### config.mk
export PLATFORM = sky130hd
export DESIGN_NAME = bcd_digit_display_driver_core
export DESIGN_NICKNAME = d
export VERILOG_FILES = /design/src/rtl/bcdd_pkg.sv /design/src/rtl/bcdd_dabble_step.sv /design/src/rtl/bcd_digit_display_driver_core.sv
export VERILOG_INCLUDE_DIRS = /design/src /design/src/rtl
export SDC_FILE = /design/constraint.sdc
export NUM_CORES = 1
export LEC_CHECK = 0
export ABC_CLOCK_PERIOD_IN_PS = 4850
export BUFFER_PORTS_ARGS = -buffer_cell sky130_fd_sc_hd__buf_4
export CORE_UTILIZATION = 50
export DETAILED_ROUTE_END_ITERATION = 8
export GPL_TIMING_DRIVEN = 1
export PLACE_DENSITY = 0.66
export SYNTH_ARGS = -nofsm -noshare
export SYNTH_HDL_FRONTEND = slang
export SYNTH_HIERARCHICAL = 1
export SYNTH_SLANG_ARGS = --single-unit
### constraint.sdc
create_clock -name i_clk -period 4.85 [get_ports i_clk]
set_input_delay 0.7275 -clock i_clk [delete_from_list [all_inputs] [get_ports i_clk]]
set_output_delay 0.7275 -clock i_clk [all_outputs]
set_load 0.02 [all_outputs]
### src/rtl/bcd_digit_display_driver_core_defines.svh
// Assertion macros used by the BCD display driver RTL.
`ifndef BCD_DIGIT_DISPLAY_DRIVER_CORE_DEFINES_SVH
`define BCD_DIGIT_DISPLAY_DRIVER_CORE_DEFINES_SVH

// Same-cycle implication, checked on every rising edge outside reset.
`define BCDD_ASSERT_NOW(label, ante, cons, msg) \
    label: assert property (@(posedge i_clk) disable iff (!i_rst_n) (ante) |-> (cons)) \
        else $error(msg);

// Next-cycle implication, checked on every rising edge outside reset.
`define BCDD_ASSERT_NEXT(label, ante, cons, msg) \
    label: assert property (@(posedge i_clk) disable iff (!i_rst_n) (ante) |=> (cons)) \
        else $error(msg);

`endif

### src/rtl/bcdd_pkg.sv
// Types and constants for the BCD display driver.
`timescale 1ns / 1ps

package bcdd_pkg;

    localparam int BCD_W       = 4;
    localparam int IN_DATA_W   = 32;
    localparam int OUT_DATA_W  = 8;
    localparam int SEL_W       = 4;
    localparam int CNT_W       = 4;

    localparam logic [BCD_W-1:0] DIGIT_ADJ_MIN = 4'd5;
    localparam logic [BCD_W-1:0] DIGIT_ADJ_ADD = 4'd3;
    localparam logic [BCD_W-1:0] DIGIT_MAX     = 4'd9;
    localparam logic [CNT_W-1:0] CFG_COUNT_RST = 4'd3;

    typedef enum logic [1:0] {
        ST_IDLE,
        ST_CONVERT,
        ST_EMIT
    } t_state;

endpackage

### src/rtl/bcdd_dabble_step.sv
// One shift-and-add-3 step of the binary to BCD conversion.
`timescale 1ns / 1ps

module bcdd_dabble_step #(
    parameter int NUM_DIGITS = 10
) (
    input  logic [bcdd_pkg::BCD_W*NUM_DIGITS-1:0] i_bcd,
    input  logic                                  i_bit,
    output logic [bcdd_pkg::BCD_W*NUM_DIGITS-1:0] o_bcd
);

    localparam int W = bcdd_pkg::BCD_W * NUM_DIGITS;

    logic [W-1:0] adj;

    // Each digit of five or more gets three added so that the shift carries into the next.
    for (genvar g = 0; g < NUM_DIGITS; g++) begin : g_digit
        logic [bcdd_pkg::BCD_W-1:0] d;
        assign d = i_bcd[g*bcdd_pkg::BCD_W +: bcdd_pkg::BCD_W];
        assign adj[g*bcdd_pkg::BCD_W +: bcdd_pkg::BCD_W] =
            (d >= bcdd_pkg::DIGIT_ADJ_MIN) ? d + bcdd_pkg::DIGIT_ADJ_ADD : d;
    end

    // The top bit falls off: only the low NUM_DIGITS digits are kept.
    assign o_bcd = {adj[W-2:0], i_bit};

endmodule

### src/rtl/bcd_digit_display_driver_core.sv
// Top level of the binary to BCD driver for a multiplexed decimal display.
`timescale 1ns / 1ps

// Each request on the slave stream carries one unsigned binary value, of which
// the low VALUE_WIDTH bits are used. The block converts it to decimal with the
// shift-and-add-3 method and then sends one request per shown digit on the
// master stream, most significant shown digit first, with the BCD code, the
// index of the select line to strobe (0 is the leftmost digit shown) and
// tlast on the final digit. The number of digits N comes from the digit count
// register: 0 acts as 1 and values above MAX_DIGITS act as MAX_DIGITS. Higher
// digits are dropped, so the digits shown are the value modulo 10 to the N.
// When the sink never stalls, a value is accepted, then its input bits pass
// one per cycle through the single shift-and-add-3 unit, and then its digits
// leave one per cycle through the output register.
// The slave side is ready only between values, but it becomes ready again
// while the last digit still waits in the output register. The digit count
// register is written through i_cfg_wr_en and i_cfg_wr_data and must only
// change while no value is in flight.
module bcd_digit_display_driver_core #(
    parameter int MAX_DIGITS  = 10,
    parameter int VALUE_WIDTH = 32
) (
    input  logic                            i_clk,
    input  logic                            i_rst_n,
    // Digit count register write.
    input  logic                            i_cfg_wr_en,
    input  logic [bcdd_pkg::CNT_W-1:0]      i_cfg_wr_data,
    // Slave stream. tdata: [31:0] value.
    input  logic                            s_axis_tvalid,
    output logic                            s_axis_tready,
    input  logic [bcdd_pkg::IN_DATA_W-1:0]  s_axis_tdata,
    // Master stream. tdata: [3:0] bcd_code, [7:4] digit_select.
    output logic                            m_axis_tvalid,
    input  logic                            m_axis_tready,
    output logic [bcdd_pkg::OUT_DATA_W-1:0] m_axis_tdata,
    output logic                            m_axis_tlast
);

`include "bcd_digit_display_driver_core_defines.svh"

    localparam int BCD_VEC_W = bcdd_pkg::BCD_W * MAX_DIGITS;
    localparam int BIT_CNT_W = $clog2(VALUE_WIDTH + 1);
    localparam int DIG_IDX_W = (MAX_DIGITS > 1) ? $clog2(MAX_DIGITS) : 1;
    localparam logic [bcdd_pkg::CNT_W-1:0] MAX_DIG_CNT = bcdd_pkg::CNT_W'(MAX_DIGITS);
    localparam logic [BIT_CNT_W-1:0] BIT_CNT_INIT = BIT_CNT_W'(VALUE_WIDTH);

    bcdd_pkg::t_state r_state, n_state;

    logic [bcdd_pkg::CNT_W-1:0] r_digit_count;
    logic [bcdd_pkg::CNT_W-1:0] r_ndig, n_ndig;
    logic [bcdd_pkg::SEL_W-1:0] r_idx, n_idx;
    logic [BIT_CNT_W-1:0]       r_bitcnt, n_bitcnt;
    logic [VALUE_WIDTH-1:0]     r_bin, n_bin;
    logic [BCD_VEC_W-1:0]       r_bcd, n_bcd;
    logic [BCD_VEC_W-1:0]       step_bcd;

    logic                        r_out_valid, n_out_valid;
    logic [bcdd_pkg::BCD_W-1:0]  r_out_code, n_out_code;
    logic [bcdd_pkg::SEL_W-1:0]  r_out_sel, n_out_sel;
    logic                        r_out_last, n_out_last;

    logic [bcdd_pkg::CNT_W-1:0] eff_count;
    logic [bcdd_pkg::CNT_W-1:0] digit_pos;
    logic [bcdd_pkg::BCD_W-1:0] digit_val;
    logic                       in_take;
    logic                       out_free;
    logic                       is_final;

    // The register keeps the raw write; the clamp applies when a value is taken.
    always_comb begin
        if (r_digit_count == '0) begin
            eff_count = bcdd_pkg::CNT_W'(1);
        end else if (r_digit_count > MAX_DIG_CNT) begin
            eff_count = MAX_DIG_CNT;
        end else begin
            eff_count = r_digit_count;
        end
    end

    // The shared conversion unit: one add-3 pass and one shift per cycle.
    bcdd_dabble_step #(
        .NUM_DIGITS (MAX_DIGITS)
    ) u_step (
        .i_bcd (r_bcd),
        .i_bit (r_bin[VALUE_WIDTH-1]),
        .o_bcd (step_bcd)
    );

    assign s_axis_tready = (r_state == bcdd_pkg::ST_IDLE);
    assign in_take       = s_axis_tvalid && s_axis_tready;
    assign out_free      = !r_out_valid || m_axis_tready;

    // Digits leave most significant first, so the select index counts up while
    // the position in the BCD vector counts down from N - 1.
    assign digit_pos = r_ndig - bcdd_pkg::CNT_W'(1) - r_idx;
    assign digit_val = r_bcd[digit_pos[DIG_IDX_W-1:0]*bcdd_pkg::BCD_W +: bcdd_pkg::BCD_W];
    assign is_final  = (r_idx == r_ndig - bcdd_pkg::CNT_W'(1));

    always_comb begin
        n_state     = r_state;
        n_ndig      = r_ndig;
        n_idx       = r_idx;
        n_bitcnt    = r_bitcnt;
        n_bin       = r_bin;
        n_bcd       = r_bcd;
        n_out_valid = r_out_valid && !m_axis_tready;
        n_out_code  = r_out_code;
        n_out_sel   = r_out_sel;
        n_out_last  = r_out_last;

        unique case (r_state)
            bcdd_pkg::ST_IDLE: begin
                if (in_take) begin
                    n_bin    = s_axis_tdata[VALUE_WIDTH-1:0];
                    n_bcd    = '0;
                    n_bitcnt = BIT_CNT_INIT;
                    n_ndig   = eff_count;
                    n_state  = bcdd_pkg::ST_CONVERT;
                end
            end
            bcdd_pkg::ST_CONVERT: begin
                n_bcd    = step_bcd;
                n_bin    = r_bin << 1;
                n_bitcnt = r_bitcnt - BIT_CNT_W'(1);
                if (r_bitcnt == BIT_CNT_W'(1)) begin
                    n_idx   = '0;
                    n_state = bcdd_pkg::ST_EMIT;
                end
            end
            bcdd_pkg::ST_EMIT: begin
                // A digit moves into the output register whenever it is empty or
                // being emptied in this cycle.
                if (out_free) begin
                    n_out_valid = 1'b1;
                    n_out_code  = digit_val;
                    n_out_sel   = r_idx;
                    n_out_last  = is_final;
                    n_idx       = r_idx + bcdd_pkg::SEL_W'(1);
                    if (is_final) begin
                        n_state = bcdd_pkg::ST_IDLE;
                    end
                end
            end
            default: begin
                n_state = bcdd_pkg::ST_IDLE;
            end
        endcase
    end

    always_ff @(posedge i_clk) begin
        if (!i_rst_n) begin
            r_state       <= bcdd_pkg::ST_IDLE;
            r_digit_count <= bcdd_pkg::CFG_COUNT_RST;
            r_out_valid   <= 1'b0;
            r_ndig        <= '0;
            r_idx         <= '0;
            r_bitcnt      <= '0;
        end else begin
            r_state     <= n_state;
            r_out_valid <= n_out_valid;
            r_ndig      <= n_ndig;
            r_idx       <= n_idx;
            r_bitcnt    <= n_bitcnt;
            if (i_cfg_wr_en) begin
                r_digit_count <= i_cfg_wr_data;
            end
        end
    end

    // Datapath registers carry no reset.
    always_ff @(posedge i_clk) begin
        r_bin      <= n_bin;
        r_bcd      <= n_bcd;
        r_out_code <= n_out_code;
        r_out_sel  <= n_out_sel;
        r_out_last <= n_out_last;
    end

    assign m_axis_tvalid = r_out_valid;
    assign m_axis_tdata  = {r_out_sel, r_out_code};
    assign m_axis_tlast  = r_out_last;

    // Every digit that leaves must be a valid decimal digit.
    `BCDD_ASSERT_NOW(a_digit_decimal, m_axis_tvalid, m_axis_tdata[3:0] <= bcdd_pkg::DIGIT_MAX, "digit out of range")
    // After a non-final digit is taken, the next digit follows without a gap.
    `BCDD_ASSERT_NEXT(a_digits_back_to_back, m_axis_tvalid && m_axis_tready && !m_axis_tlast, m_axis_tvalid, "gap inside a digit run")
    // A taken value always starts a conversion with a sane digit count.
    `BCDD_ASSERT_NEXT(a_accept_starts_convert, in_take, (r_state == bcdd_pkg::ST_CONVERT) && (r_ndig != '0) && (r_ndig <= MAX_DIG_CNT), "bad start of conversion")

endmodule
==> flow_summary.json <==
{
  "status": "finished, final reports clean",
  "routabilityCongestion": 0.7814,
  "route.vias.total": 3713,
  "worstHoldPathType": "reg -> reg",
  "yosys.area.top_type_share": 0.4388,
  "synthToLayoutAreaGrowth_pct": 11.94,
  "floorplan.initialDensity": 0.5113,
  "max-vdd-ir-drop_mv": 0.1721,
  "synth_area_leader_cell": "sky130_fd_sc_hd__edfxtp_1",
  "pin_count": 52,
  "final-hold-violation-count": 0,
  "grt_pass1_vias": 3713,
  "data_required_time_of_the_worst_path_ns": 4.95,
  "cts_buffer_depth": 2,
  "cts_tree": "built",
  "cts.sink_count": 102,
  "clk_root_buffer_cell": "sky130_fd_sc_hd__clkbuf_8",
  "fmax_mhz": 394.5,
  "floorplan.core_area_um2": 10840,
  "fp.dieW_um": 107.3,
  "startpoint_type": "register",
  "first_pass_iters": 5,
  "static-leakage-power_uw": 0.002645,
  "antenna_found_initial": 0,
  "worstMarginPinSlew_ns": 0.9976,
  "post_synthesis_cells": 537,
  "design_area_um2": 6205,
  "num_antenna_cells": 0,
  "cts.hold.buffers_added": 0,
  "setup_viol_count_final": 0,
  "setup_slack_ns": 2.315,
  "synthTopCellsByArea": "sky130_fd_sc_hd__edfxtp_1, sky130_fd_sc_hd__nand2_1, sky130_fd_sc_hd__dfxtp_1, sky130_fd_sc_hd__ha_1, sky130_fd_sc_hd__and2_1",
  "grt_setup_unrepaired": "no",
  "fraction_of_final_layout_cells_with_drive_strength_greater_than_1": 0.1618,
  "post-cts-setup-buffer-count": 0,
  "async_set_reset_flop_share_out_of_synthesis": 0,
  "worst_clock_skew_ns": 0.01034,
  "worst_skew_pair.late_latency_ns": 0.37,
  "drc_errors": 0,
  "die_area_um2": 11510,
  "slew_violations": 0,
  "rows": 38,
  "crit_path_max_fanout": 12,
  "num-nets-final": 651,
  "post_cts_resized": 0,
  "ant_nets": 0,
  "global_route.usage.total": 0.1915,
  "fin_tns_setup_ns": 0,
  "die_height_um": 107.3,
  "post-place-ws_ns": 2.100,
  "cap_violations": 0,
  "power_density_nw_per_um2": 349.6,
  "synth-main-ff-cell": "sky130_fd_sc_hd__edfxtp_1",
  "reg_clk_slew_reported_paths_ns": 0.10,
  "vias_per_cell": 5.107,
  "postPlaceCellArea_um2": 6040,
  "dp_hpwl_um": 6970,
  "layout_worst_path_cycle_share": 0.5226,
  "synth_area_um2": 5543,
  "worst_setup_path_end_kind": "register",
  "seq_cells_post_synth": 102,
  "grt_first_pass_wirelength_um": 17100,
  "synth.net_count": 606,
  "slew_headroom": 0.3326,
  "io_buffer_count": 51,
  "grt_overflow_total": 0,
  "critPathKind": "reg -> reg",
  "period_minus_slack_ns": 2.535,
  "synth_enable_flop_cells": 81,
  "cts_made_buffers": 9,
  "ys.warnings.count": 6,
  "crit_arrival_ns": 2.64,
  "drt_first_iter_violations": 183,
  "synth.distinct_cells": 42,
  "drt-total-wl_um": 10070,
  "wire_per_inst_um": 13.85,
  "postSynthAreaPerCell_um2": 10.32,
  "pin_count_of_the_biggest_net_entering_global_routing": 50,
  "h_tree_depth": 3,
  "yosysSeqAreaShare": 0.5147
}
[synthesized netlist by cell type (10+ instances only)]
cell type / number
sky130_fd_sc_hd__a21oi_2: 10
sky130_fd_sc_hd__and2_1: 47
sky130_fd_sc_hd__clkbuf_1: 15
sky130_fd_sc_hd__dfxtp_1: 21
sky130_fd_sc_hd__edfxtp_1: 81
sky130_fd_sc_hd__ha_1: 27
sky130_fd_sc_hd__inv_1: 29
sky130_fd_sc_hd__mux2i_1: 24
sky130_fd_sc_hd__nand2_1: 144
sky130_fd_sc_hd__nand2b_1: 21
sky130_fd_sc_hd__nor2_1: 19
sky130_fd_sc_hd__o21ai_0: 15
sky130_fd_sc_hd__xnor2_1: 13
[power breakdown]
part	total [µW]	internal (µW)	leakage (µW)	switching, µW
Combinational	512	243	0.00158	269
Clock	479	186	0.0000817	293
Sequential	1180	1090	0.000988	92.5
[cell usage in the layout (no fill, tap or decap), types with 2 or more instances in the layout]
cell type,instances
sky130_fd_sc_hd__a21boi_0,3
sky130_fd_sc_hd__a21oi_1,5
sky130_fd_sc_hd__a21oi_2,10
sky130_fd_sc_hd__a31oi_1,2
sky130_fd_sc_hd__and2_1,47
sky130_fd_sc_hd__buf_4,53
sky130_fd_sc_hd__clkbuf_8,9
sky130_fd_sc_hd__clkinv_1,2
sky130_fd_sc_hd__dfxtp_1,21
sky130_fd_sc_hd__edfxtp_1,81
sky130_fd_sc_hd__ha_1,27
sky130_fd_sc_hd__inv_1,29
sky130_fd_sc_hd__mux2_2,4
sky130_fd_sc_hd__mux2i_1,24
sky130_fd_sc_hd__mux4_2,8
sky130_fd_sc_hd__nand2_1,143
sky130_fd_sc_hd__nand2b_1,21
sky130_fd_sc_hd__nand3_1,9
sky130_fd_sc_hd__nor2_1,19
sky130_fd_sc_hd__nor2b_1,6
sky130_fd_sc_hd__o21ai_0,15
sky130_fd_sc_hd__o21ai_1,9
sky130_fd_sc_hd__xnor2_1,13
sky130_fd_sc_hd__xor2_1,3
[logic make-up after synthesis]
| family | Yosys count | synth area share |
|---|---|---|
| AOI/OAI and AO/OA | 50 | 0.05779 |
| xor gates and xnor gates | 17 | 0.02822 |
| adders and majority gates | 28 | 0.06456 |
| buffers and inverters | 48 | 0.03408 |
| DFF | 102 | 0.5147 |
| muxes | 36 | 0.08397 |
| and+or+nand+nor | 256 | 0.2167 |
[final cells by class]
class / count / area (µm²)
Sequential cell: 102 / 2853
Timing Repair Buffer: 53 / 397.9
Fill cell: 944 / 4636
Clock buffer: 10 / 127.6
Multi-Input combinational cell: 387 / 2505
Inverter: 29 / 108.9
Clock inverter: 6 / 37.54
Tap cell: 140 / 175.2
[metal layers]
| metal | up-vias | global-route usage | routed length, µm |
|---|---|---|---|
| li1 | 1891 | - | - |
| met1 | 1744 | 0.2476 | 4845 |
| met3 | 9 | 0.03995 | 342 |
| met2 | 69 | 0.3175 | 4745 |
| met4 | 0 | 0.07045 | 134 |
| met5 | - | 0 | 0 |
[registers in the layout, indices dropped and copies added, names as in the netlist]
register       count
m_axis_tlast       1
m_axis_tvalid      1
r_bcd             40
r_bin             32
r_bitcnt           6
r_digit_count      4
r_idx              4
r_ndig             4
r_out_code         4
r_out_sel          4
r_state            2
[worst max-delay path, stage by stage, from the launching register on]
cell	delay, ns
sky130_fd_sc_hd__dfxtp_1	0.40
sky130_fd_sc_hd__inv_1	0.06
sky130_fd_sc_hd__ha_1	0.33
sky130_fd_sc_hd__fa_1	0.84
sky130_fd_sc_hd__mux4_2	0.38
sky130_fd_sc_hd__mux2i_1	0.16
sky130_fd_sc_hd__mux2i_1	0.10
[per-stage QoR]
step	hold slack (ns)	util	power, µW	std cells
2_1_floorplan	0.4305	-	1579	537
3_3_place_gp	0.4520	0.5571	1693	711
3_5_place_dp	0.4742	0.5571	1713	711
4_1_cts	0.4837	0.5724	2195	727
5_1_grt	0.5142	0.5724	2309	727
6_report	0.4982	0.5724	2169	727
[final timing paths]
kind / start / endpoint / slack [ns] / cells after the start
setup / recovery: r_ndig[0]$_SDFFE_PN0P_ / r_out_code[2]$_DFFE_PP_ / 2.32 / 6
hold / removal: r_idx[2]$_SDFFE_PN0P_ / r_out_sel[2]$_DFFE_PP_ / 0.50 / 0
setup reg to reg: r_ndig[0]$_SDFFE_PN0P_ / r_out_code[2]$_DFFE_PP_ / 2.32 / 6
hold reg to reg: r_idx[2]$_SDFFE_PN0P_ / r_out_sel[2]$_DFFE_PP_ / 0.50 / 0
Power figures use the tool's default switching activity.
